--- config.mk ---
export PLATFORM = sky130hd
export DESIGN_NAME = signed_int_to_custom_radix_text
export DESIGN_NICKNAME = d
export VERILOG_FILES = /design/src/rtl/sirt_pkg.sv /design/src/rtl/sirt_alpha_check.sv /design/src/rtl/sirt_divider.sv /design/src/rtl/sirt_digit_stack.sv /design/src/rtl/signed_int_to_custom_radix_text.sv
export SDC_FILE = /design/constraint.sdc
export NUM_CORES = 1
export LEC_CHECK = 0
export BUFFER_PORTS_ARGS = -buffer_cell sky130_fd_sc_hd__buf_2
export CORE_MARGIN = 3
export CORE_UTILIZATION = 61
export DETAILED_ROUTE_END_ITERATION = 12
export HOLD_SLACK_MARGIN = 0.05
export PLACE_DENSITY = 0.79
export SYNTH_ARGS = -nofsm -noshare
export SYNTH_HDL_FRONTEND = slang
export SYNTH_SLANG_ARGS = --single-unit
export TNS_END_PERCENT = 20
--- constraint.sdc ---
create_clock -name clk -period 4.1 [get_ports clk]
set_clock_uncertainty 0.05 [all_clocks]
set_input_delay 0.205 -clock clk [delete_from_list [all_inputs] [get_ports clk]]
set_output_delay 0.205 -clock clk [all_outputs]
set_load 0.05 [all_outputs]
--- src/rtl/sirt_pkg.sv ---
`timescale 1ns / 1ps
// ============================================================================
// sirt_pkg
// Shared types, constants and the digit character lookup for the signed
// integer to radix text converter.
// ============================================================================
package sirt_pkg;

    localparam int VALUE_W     = 32;
    localparam int CHAR_W      = 8;
    localparam int DIGIT_W     = 4;
    localparam int RADIX_W     = 5;
    localparam int CHARS_W     = 64;
    localparam int MAX_RADIX   = 16;
    localparam int MAX_DIGITS  = 32;
    localparam int STACK_AW    = 5;
    localparam int COUNT_W     = 6;
    localparam int BITCNT_W    = 5;
    localparam int CFG_INDEX_W = 2;

    localparam logic [CHAR_W-1:0] CHAR_PLUS  = 8'h2B;
    localparam logic [CHAR_W-1:0] CHAR_MINUS = 8'h2D;
    localparam logic [CHAR_W-1:0] CHAR_NUL   = 8'h00;

    typedef enum logic [CFG_INDEX_W-1:0] {
        REG_RADIX      = 2'd0,
        REG_CHARS_LOW  = 2'd1,
        REG_CHARS_HIGH = 2'd2
    } cfg_reg_t;

    // Result of the alphabet check: done pulses for one cycle with ok valid.
    typedef struct packed {
        logic done;
        logic ok;
    } chk_status_t;

    // Result of one division: done pulses for one cycle.
    typedef struct packed {
        logic                 done;
        logic [VALUE_W-1:0]   quotient;
        logic [DIGIT_W-1:0]   remainder;
    } div_status_t;

    // Character for digit value d; value 0 sits in the lowest byte of lo.
    function automatic logic [CHAR_W-1:0] glyph(
        input logic [CHARS_W-1:0] lo,
        input logic [CHARS_W-1:0] hi,
        input logic [DIGIT_W-1:0] d
    );
        logic [2*CHARS_W-1:0] all;
        begin
            all = {hi, lo};
            return all[{d, 3'b000} +: CHAR_W];
        end
    endfunction

endpackage

--- src/rtl/sirt_alpha_check.sv ---
`timescale 1ns / 1ps
// ============================================================================
// sirt_alpha_check
// Walks the digit alphabet one entry per cycle and flags a bad alphabet.
// ============================================================================
module sirt_alpha_check (
    input  logic                              clk,
    input  logic                              rst_n,
    input  logic                              go,
    input  logic [sirt_pkg::RADIX_W-1:0]      radix,
    input  logic [sirt_pkg::CHARS_W-1:0]      chars_low,
    input  logic [sirt_pkg::CHARS_W-1:0]      chars_high,
    output sirt_pkg::chk_status_t             status
);

    logic                             running_reg, running_next;
    logic [sirt_pkg::DIGIT_W-1:0]     idx_reg, idx_next;
    logic                             err_reg, err_next;
    logic                             done_reg, done_next;
    logic                             ok_reg, ok_next;
    logic [sirt_pkg::CHAR_W-1:0]      cur_char;
    logic                             bad;
    logic                             at_end;

    // Entry idx is checked against the forbidden characters and against
    // every later entry in use, all in the same cycle.
    always_comb
    begin
        cur_char = sirt_pkg::glyph(chars_low, chars_high, idx_reg);
        bad = (cur_char == sirt_pkg::CHAR_NUL) || (cur_char == sirt_pkg::CHAR_PLUS) ||
              (cur_char == sirt_pkg::CHAR_MINUS);
        for (int b = 0; b < sirt_pkg::MAX_RADIX; b++)
        begin
            if ((sirt_pkg::RADIX_W'(b) > {1'b0, idx_reg}) &&
                (sirt_pkg::RADIX_W'(b) < radix) &&
                (sirt_pkg::glyph(chars_low, chars_high, sirt_pkg::DIGIT_W'(b)) == cur_char))
            begin
                bad = 1'b1;
            end
        end
        at_end = ({1'b0, idx_reg} == (radix - sirt_pkg::RADIX_W'(1)));
    end

    always_comb
    begin
        running_next = running_reg;
        idx_next     = idx_reg;
        err_next     = err_reg;
        done_next    = 1'b0;
        ok_next      = ok_reg;
        if (go)
        begin
            if ((radix < sirt_pkg::RADIX_W'(2)) ||
                (radix > sirt_pkg::RADIX_W'(sirt_pkg::MAX_RADIX)))
            begin
                done_next    = 1'b1;
                ok_next      = 1'b0;
                running_next = 1'b0;
            end
            else
            begin
                running_next = 1'b1;
                idx_next     = '0;
                err_next     = 1'b0;
            end
        end
        else if (running_reg)
        begin
            if (at_end)
            begin
                done_next    = 1'b1;
                ok_next      = !(err_reg || bad);
                running_next = 1'b0;
            end
            else
            begin
                err_next = err_reg || bad;
                idx_next = idx_reg + sirt_pkg::DIGIT_W'(1);
            end
        end
    end

    always_ff @(posedge clk or negedge rst_n)
    begin
        if (!rst_n)
        begin
            running_reg <= 1'b0;
            done_reg    <= 1'b0;
            ok_reg      <= 1'b0;
            err_reg     <= 1'b0;
            idx_reg     <= '0;
        end
        else
        begin
            running_reg <= running_next;
            done_reg    <= done_next;
            ok_reg      <= ok_next;
            err_reg     <= err_next;
            idx_reg     <= idx_next;
        end
    end

    assign status.done = done_reg;
    assign status.ok   = ok_reg;

endmodule

--- src/rtl/sirt_divider.sv ---
`timescale 1ns / 1ps
// ============================================================================
// sirt_divider
// Bit-serial restoring divider: a 32-bit dividend by a radix of up to 16.
// ============================================================================
module sirt_divider (
    input  logic                              clk,
    input  logic                              rst_n,
    input  logic                              go,
    input  logic [sirt_pkg::VALUE_W-1:0]      dividend,
    input  logic [sirt_pkg::RADIX_W-1:0]      divisor,
    output sirt_pkg::div_status_t             status
);

    logic                              running_reg, running_next;
    logic                              done_reg, done_next;
    logic [sirt_pkg::BITCNT_W-1:0]     cnt_reg, cnt_next;
    logic [sirt_pkg::VALUE_W-1:0]      q_reg, q_next;
    logic [sirt_pkg::DIGIT_W-1:0]      rem_reg, rem_next;
    logic [sirt_pkg::RADIX_W-1:0]      trial;
    logic                              q_bit;
    logic [sirt_pkg::RADIX_W-1:0]      diff;

    // One dividend bit enters the partial remainder per cycle; the
    // quotient bits shift in behind it in the same register.
    always_comb
    begin
        trial = {rem_reg, q_reg[sirt_pkg::VALUE_W-1]};
        q_bit = (trial >= divisor);
        diff  = trial - divisor;
    end

    always_comb
    begin
        running_next = running_reg;
        done_next    = 1'b0;
        cnt_next     = cnt_reg;
        q_next       = q_reg;
        rem_next     = rem_reg;
        if (go)
        begin
            running_next = 1'b1;
            cnt_next     = '0;
            q_next       = dividend;
            rem_next     = '0;
        end
        else if (running_reg)
        begin
            q_next   = {q_reg[sirt_pkg::VALUE_W-2:0], q_bit};
            rem_next = q_bit ? diff[sirt_pkg::DIGIT_W-1:0] : trial[sirt_pkg::DIGIT_W-1:0];
            cnt_next = cnt_reg + sirt_pkg::BITCNT_W'(1);
            if (cnt_reg == sirt_pkg::BITCNT_W'(sirt_pkg::VALUE_W - 1))
            begin
                running_next = 1'b0;
                done_next    = 1'b1;
            end
        end
    end

    always_ff @(posedge clk or negedge rst_n)
    begin
        if (!rst_n)
        begin
            running_reg <= 1'b0;
            done_reg    <= 1'b0;
            cnt_reg     <= '0;
            q_reg       <= '0;
            rem_reg     <= '0;
        end
        else
        begin
            running_reg <= running_next;
            done_reg    <= done_next;
            cnt_reg     <= cnt_next;
            q_reg       <= q_next;
            rem_reg     <= rem_next;
        end
    end

    assign status.done      = done_reg;
    assign status.quotient  = q_reg;
    assign status.remainder = rem_reg;

endmodule

--- src/rtl/sirt_digit_stack.sv ---
`timescale 1ns / 1ps
// ============================================================================
// sirt_digit_stack
// Holds the digits as they are produced so they can be sent out in reverse.
// ============================================================================
module sirt_digit_stack (
    input  logic                              clk,
    input  logic                              wr_en,
    input  logic [sirt_pkg::STACK_AW-1:0]     wr_addr,
    input  logic [sirt_pkg::DIGIT_W-1:0]      wr_data,
    input  logic [sirt_pkg::STACK_AW-1:0]     rd_addr,
    output logic [sirt_pkg::DIGIT_W-1:0]      rd_data
);

    logic [sirt_pkg::DIGIT_W-1:0] stack_reg [sirt_pkg::MAX_DIGITS];
    logic [sirt_pkg::DIGIT_W-1:0] rd_data_reg;

    // Every entry is written before it is read, so no reset is needed.
    // The read is registered; reading the entry being written returns the
    // new digit, so the top digit is ready the cycle after its push.
    always_ff @(posedge clk)
    begin
        if (wr_en)
        begin
            stack_reg[wr_addr] <= wr_data;
        end
        if (wr_en && (wr_addr == rd_addr))
        begin
            rd_data_reg <= wr_data;
        end
        else
        begin
            rd_data_reg <= stack_reg[rd_addr];
        end
    end

    assign rd_data = rd_data_reg;

endmodule

--- src/rtl/signed_int_to_custom_radix_text.sv ---
`timescale 1ns / 1ps
// ============================================================================
// signed_int_to_custom_radix_text
// Converts a signed 32-bit value to text in a configured radix and digit
// alphabet, one character per result.
// ============================================================================
//
//  Channel   Signals                               Direction  Handshake
//  --------  ------------------------------------  ---------  -------------------
//  request   start, busy, value                    in         start & !busy
//  result    strobe, character, last               out        strobe, one cycle
//  config    cfg_valid, cfg_ready, cfg_index,      in         cfg_valid & cfg_ready
//            cfg_data
//
//  A request first runs the alphabet check, one alphabet entry per cycle.
//  Each digit is then produced by the bit-serial divider, one dividend bit
//  per cycle, and the digit characters are then sent from the stack.
//  Reset clears all control state; the digit stack needs none.
//  Results cannot be stalled; busy stays high until the last one is sent.
//
//  The block first checks the alphabet. A bad alphabet (radix below two or
//  above sixteen, a NUL, '+' or '-' among the digits in use, or a repeated
//  digit character) ends the request with no result. Otherwise a '-' goes
//  out for a negative value, and the magnitude is divided by the radix
//  repeatedly, each remainder pushed on the digit stack, until the quotient
//  is zero. The stack is then popped, most significant digit first, and the
//  final character carries last. A zero value sends the digit-zero
//  character alone. The most negative value converts as magnitude 2^31.
//
module signed_int_to_custom_radix_text (
    input  logic                                  clk,
    input  logic                                  rst_n,

    input  logic                                  start,
    output logic                                  busy,
    input  logic signed [sirt_pkg::VALUE_W-1:0]   value,

    output logic                                  strobe,
    output logic [sirt_pkg::CHAR_W-1:0]           character,
    output logic                                  last,

    input  logic                                  cfg_valid,
    output logic                                  cfg_ready,
    input  logic [sirt_pkg::CFG_INDEX_W-1:0]      cfg_index,
    input  logic [sirt_pkg::CHARS_W-1:0]          cfg_data
);

    typedef enum logic [3:0] {
        ST_IDLE  = 4'b0001,
        ST_CHECK = 4'b0010,
        ST_DIV   = 4'b0100,
        ST_EMIT  = 4'b1000
    } state_t;

    state_t                             state_reg, state_next;

    // Configuration registers.
    logic [sirt_pkg::RADIX_W-1:0]       radix_reg;
    logic [sirt_pkg::CHARS_W-1:0]       chars_low_reg;
    logic [sirt_pkg::CHARS_W-1:0]       chars_high_reg;

    // Request state.
    logic                               neg_reg, neg_next;
    logic [sirt_pkg::VALUE_W-1:0]       quotient_reg, quotient_next;
    logic [sirt_pkg::COUNT_W-1:0]       count_reg, count_next;

    // Result registers.
    logic                               strobe_reg, strobe_next;
    logic [sirt_pkg::CHAR_W-1:0]        char_reg, char_next;
    logic                               last_reg, last_next;

    logic                               accept;
    logic                               div_go;
    logic [sirt_pkg::VALUE_W-1:0]       div_dividend;
    logic                               push;
    logic [sirt_pkg::COUNT_W-1:0]       pop_ptr;
    logic [sirt_pkg::STACK_AW-1:0]      pop_addr;
    logic [sirt_pkg::DIGIT_W-1:0]       pop_digit;
    logic [sirt_pkg::COUNT_W-1:0]       count_dec;
    sirt_pkg::chk_status_t              chk_stat;
    sirt_pkg::div_status_t              div_stat;

    assign accept    = start && (state_reg == ST_IDLE);
    assign busy      = (state_reg != ST_IDLE);
    assign cfg_ready = 1'b1;

    // ------------------------------------------------------------------
    // Configuration writes. Writes to an index past the list are dropped.
    // ------------------------------------------------------------------
    always_ff @(posedge clk or negedge rst_n)
    begin
        if (!rst_n)
        begin
            radix_reg      <= '0;
            chars_low_reg  <= '0;
            chars_high_reg <= '0;
        end
        else if (cfg_valid && cfg_ready)
        begin
            unique case (cfg_index)
                sirt_pkg::REG_RADIX:      radix_reg      <= cfg_data[sirt_pkg::RADIX_W-1:0];
                sirt_pkg::REG_CHARS_LOW:  chars_low_reg  <= cfg_data;
                sirt_pkg::REG_CHARS_HIGH: chars_high_reg <= cfg_data;
                default:                  ;
            endcase
        end
    end

    // ------------------------------------------------------------------
    // Units.
    // ------------------------------------------------------------------
    sirt_alpha_check u_check (
        .clk        (clk),
        .rst_n      (rst_n),
        .go         (accept),
        .radix      (radix_reg),
        .chars_low  (chars_low_reg),
        .chars_high (chars_high_reg),
        .status     (chk_stat)
    );

    sirt_divider u_div (
        .clk      (clk),
        .rst_n    (rst_n),
        .go       (div_go),
        .dividend (div_dividend),
        .divisor  (radix_reg),
        .status   (div_stat)
    );

    // The first division takes the magnitude; later ones take the quotient
    // that the divider just produced.
    assign div_dividend = (state_reg == ST_CHECK) ? quotient_reg : div_stat.quotient;
    assign count_dec    = count_reg - sirt_pkg::COUNT_W'(1);

    // The stack read is registered, so the address is the top of the stack
    // as it will stand in the next cycle.
    assign pop_ptr      = count_next - sirt_pkg::COUNT_W'(1);
    assign pop_addr     = pop_ptr[sirt_pkg::STACK_AW-1:0];

    sirt_digit_stack u_stack (
        .clk     (clk),
        .wr_en   (push),
        .wr_addr (count_reg[sirt_pkg::STACK_AW-1:0]),
        .wr_data (div_stat.remainder),
        .rd_addr (pop_addr),
        .rd_data (pop_digit)
    );

    // ------------------------------------------------------------------
    // Sequencer.
    // ------------------------------------------------------------------
    always_comb
    begin
        state_next    = state_reg;
        neg_next      = neg_reg;
        quotient_next = quotient_reg;
        count_next    = count_reg;
        strobe_next   = 1'b0;
        char_next     = char_reg;
        last_next     = last_reg;
        div_go        = 1'b0;
        push          = 1'b0;

        unique case (state_reg)
            ST_IDLE:
            begin
                if (accept)
                begin
                    neg_next      = value[sirt_pkg::VALUE_W-1];
                    quotient_next = value[sirt_pkg::VALUE_W-1] ?
                                    (sirt_pkg::VALUE_W'(0) - sirt_pkg::VALUE_W'(value)) :
                                    sirt_pkg::VALUE_W'(value);
                    count_next    = '0;
                    state_next    = ST_CHECK;
                end
            end

            ST_CHECK:
            begin
                if (chk_stat.done)
                begin
                    if (!chk_stat.ok)
                    begin
                        state_next = ST_IDLE;
                    end
                    else if (quotient_reg == '0)
                    begin
                        // Zero is never negative, so this is the only result.
                        strobe_next = 1'b1;
                        char_next   = sirt_pkg::glyph(chars_low_reg, chars_high_reg, '0);
                        last_next   = 1'b1;
                        state_next  = ST_IDLE;
                    end
                    else
                    begin
                        if (neg_reg)
                        begin
                            strobe_next = 1'b1;
                            char_next   = sirt_pkg::CHAR_MINUS;
                            last_next   = 1'b0;
                        end
                        div_go     = 1'b1;
                        state_next = ST_DIV;
                    end
                end
            end

            ST_DIV:
            begin
                if (div_stat.done)
                begin
                    push          = 1'b1;
                    count_next    = count_reg + sirt_pkg::COUNT_W'(1);
                    quotient_next = div_stat.quotient;
                    if (div_stat.quotient == '0)
                    begin
                        state_next = ST_EMIT;
                    end
                    else
                    begin
                        div_go = 1'b1;
                    end
                end
            end

            ST_EMIT:
            begin
                // Pop one digit per cycle, most significant first.
                strobe_next = 1'b1;
                char_next   = sirt_pkg::glyph(chars_low_reg, chars_high_reg, pop_digit);
                last_next   = (count_reg == sirt_pkg::COUNT_W'(1));
                count_next  = count_dec;
                if (count_reg == sirt_pkg::COUNT_W'(1))
                begin
                    state_next = ST_IDLE;
                end
            end

            default:
            begin
                state_next = ST_IDLE;
            end
        endcase
    end

    always_ff @(posedge clk or negedge rst_n)
    begin
        if (!rst_n)
        begin
            state_reg    <= ST_IDLE;
            neg_reg      <= 1'b0;
            quotient_reg <= '0;
            count_reg    <= '0;
            strobe_reg   <= 1'b0;
        end
        else
        begin
            state_reg    <= state_next;
            neg_reg      <= neg_next;
            quotient_reg <= quotient_next;
            count_reg    <= count_next;
            strobe_reg   <= strobe_next;
        end
    end

    // Result payload needs no reset; it is only looked at under strobe.
    always_ff @(posedge clk)
    begin
        char_reg <= char_next;
        last_reg <= last_next;
    end

    assign strobe    = strobe_reg;
    assign character = char_reg;
    assign last      = last_reg;

endmodule
==> qor.yml <==
end_kind: "flop"
finalHoldViolCount: 0
ys_seq_area_share_pct: 48.6
ys_ff_latch: 370
drv_slew: 0
finalNetCount: 1992
syn_inst: 1712
yosysWarnings: 0
hold_class: "primary input to flop"
criticalPathCategory: "flop to flop"
synth_commonest_cells: "dfrtp_1, mux2_2, nand2_1"
setup_viol: 0
synth_top_cell_by_area: "dfrtp_1"
utilization_pct: 71.5
syn_avg_cell_area_um2: 11.9
final.setup.tns_ps: 0
holdPathStages: 3
clockRootBuffer: "clkbuf_16"
synthToLayoutAreaGrowth_pct: 14.9
vias: 15100
status: "finished, final reports clean"
std_cell_rows: 66
final.min_clock_period_ps: 3670
maxSlewHeadroom_pct: 27.3
post-synth-top-count-cell: "dfrtp_1"
synth_nets: 1835
grt_antenna_before_repair: 0
synth.distinct_cells: 74
largest_reg_flops: 128
num_antenna_cells: 0
r2r_cells: 9
synth_edf_count: 137
leakage_nw: 9.32
dp_hpwl_mm: 37.6
grt_pass1_wl_mm: 86.2
ir_worst_vdd_mv: 0.394
synth_top_area_share_pct: 27.8
ctsResizeCount: 0
insertion_delay_ps: 540
hold_ws_ps: 24.1
synth_ff_type: "dfrtp_1"
routed_wl_mm: 54.8
fmax_mhz: 273
required_ps: 4480
grt_pass1_vias: 15000
fp.dieH_um: 189
drc_errors: 0
gp_congestion: 1.01
drive_gt1_share_pct: 24.0
cts_sinks: 370
grt_usage_pct: 30.8
cts_buffers: 39
core-area_um2: 32800
dr.pass1.iters: 6
fp.dieW_um: 189
rsz0062_at_grt: "no"
cp.arrival_ps: 4050
drt_iter0_drc: 1724
synth_area_um2: 20400
cts.clk_slew.worst_paths_ps: 70
grt_max_degree: 102
cts_setup_buffers: 0
grt_remaining_overflow: 0
start_util_pct: 62.3
cellPowerDensity_nw_per_um2: 623
start_kind: "flop"
totalPowerFinal_mw: 14.6
timing.final.crit_share_pct: 89.4
via_per_inst: 6.43
maxCapViolCount: 0
clockBufferDepth: 3
ctsHoldBuffers: 73
cts_tree: "done"
postRouteAntennaNets: 0
die_area_um2: 35700
top_level_ports: 114
cts_max_level: 2
crit_fanout: 27
synth.area.top_cells: "dfrtp_1, edfxtp_1, mux2_2"
io_buffers: 112
tightest_slew_ps: 1090
synth_async_sr_flop_share_pct: 61.6
routedWlPerCell_um: 23.4
final timing paths:
kind	start	end	slack, ps
setup / recovery	u_check.idx_reg[2]$_DFFE_PN0P_	u_check.err_reg$_DFFE_PN0P_	430
hold reg to reg	count_reg[5]$_DFFE_PN0P_	count_reg[5]$_DFFE_PN0P_	430
hold / removal	cfg_index[0]	radix_reg[3]$_DFFE_PN0P_	20
max in group asynchronous	rst_n	state_reg[0]$_DFFE_PN1P_	2620
min in group asynchronous	rst_n	chars_high_reg[55]$_DFFE_PN0P_	210
setup reg to reg	u_check.idx_reg[2]$_DFFE_PN0P_	u_check.err_reg$_DFFE_PN0P_	430
metrics by stage:
stage	cells	area, um^2	setup WS (ps)
after floorplan	1712	20400	1000
after global placement	2197	21400	563
after detailed placement	2197	21400	493
after CTS	2342	23400	488
after global routing	2342	23500	200
final	2342	23500	433
routing by layer:
layer	part of all wire [%]	track usage [%]	wire, um	vias up
met1	43	45.5	23500	7519
li1	-	-	-	6682
met2	46	48.1	25300	754
met4	2.3	7.56	1270	0
met3	8.7	5.26	4770	101
met5	0	0	0	-
placed cells by master (no fill, tap or decap), drive strengths merged, types with 27 or more instances in the layout:
| master | n |
|---|---|
| nor4 | 40 |
| nand2 | 140 |
| o21ai | 120 |
| edfxtp | 137 |
| inv | 32 |
| buf | 147 |
| xnor2 | 81 |
| clkbuf | 48 |
| mux2i | 109 |
| a21oi | 51 |
| dlygate4sd3 | 73 |
| xor2 | 93 |
| mux4 | 68 |
| nor2 | 105 |
| mux2 | 157 |
| dfrtp | 227 |
| nand4 | 27 |
final cells by class:
cell class / count / area [um^2]
timing repair buffer: 220 / 1610
multi-input combinational: 1211 / 9920
clock inverter: 24 / 260
tap: 442 / 553
clock buffer: 48 / 1080
fill: 2279 / 9330
sequential: 370 / 9920
inverter: 27 / 101
power breakdown:
group	switching, mW	internal (mW)
clock	1.51	2.15
sequential	0.830	4.49
combinational	3.23	2.40
total	5.57	9.05
cells by family (layout without fill, tap and decap cells):
kind of cell / after synthesis / in the layout / synth area share [%]
flops: 370 / 370 / 48.6
mux: 334 / 334 / 21.9
fa+ha+maj: 21 / 21 / 1.32
buf+inv: 131 / 319 / 3.16
other cells: 1 / 1 / 0.0184
simple gates: 420 / 420 / 9.92
xor+xnor: 174 / 174 / 7.46
compound gates: 261 / 261 / 7.63
worst max-delay path, cell delays in order (launching register included):
cell	delay (ps)
dfrtp_2	860
mux2_2	280
o22ai_1	130
a211oi_2	920
xor2_1	220
nor4_1	80
nand3_1	80
o21ai_0	100
or4_1	570
o221a_1	250
(Power assumes the default switching activity.)
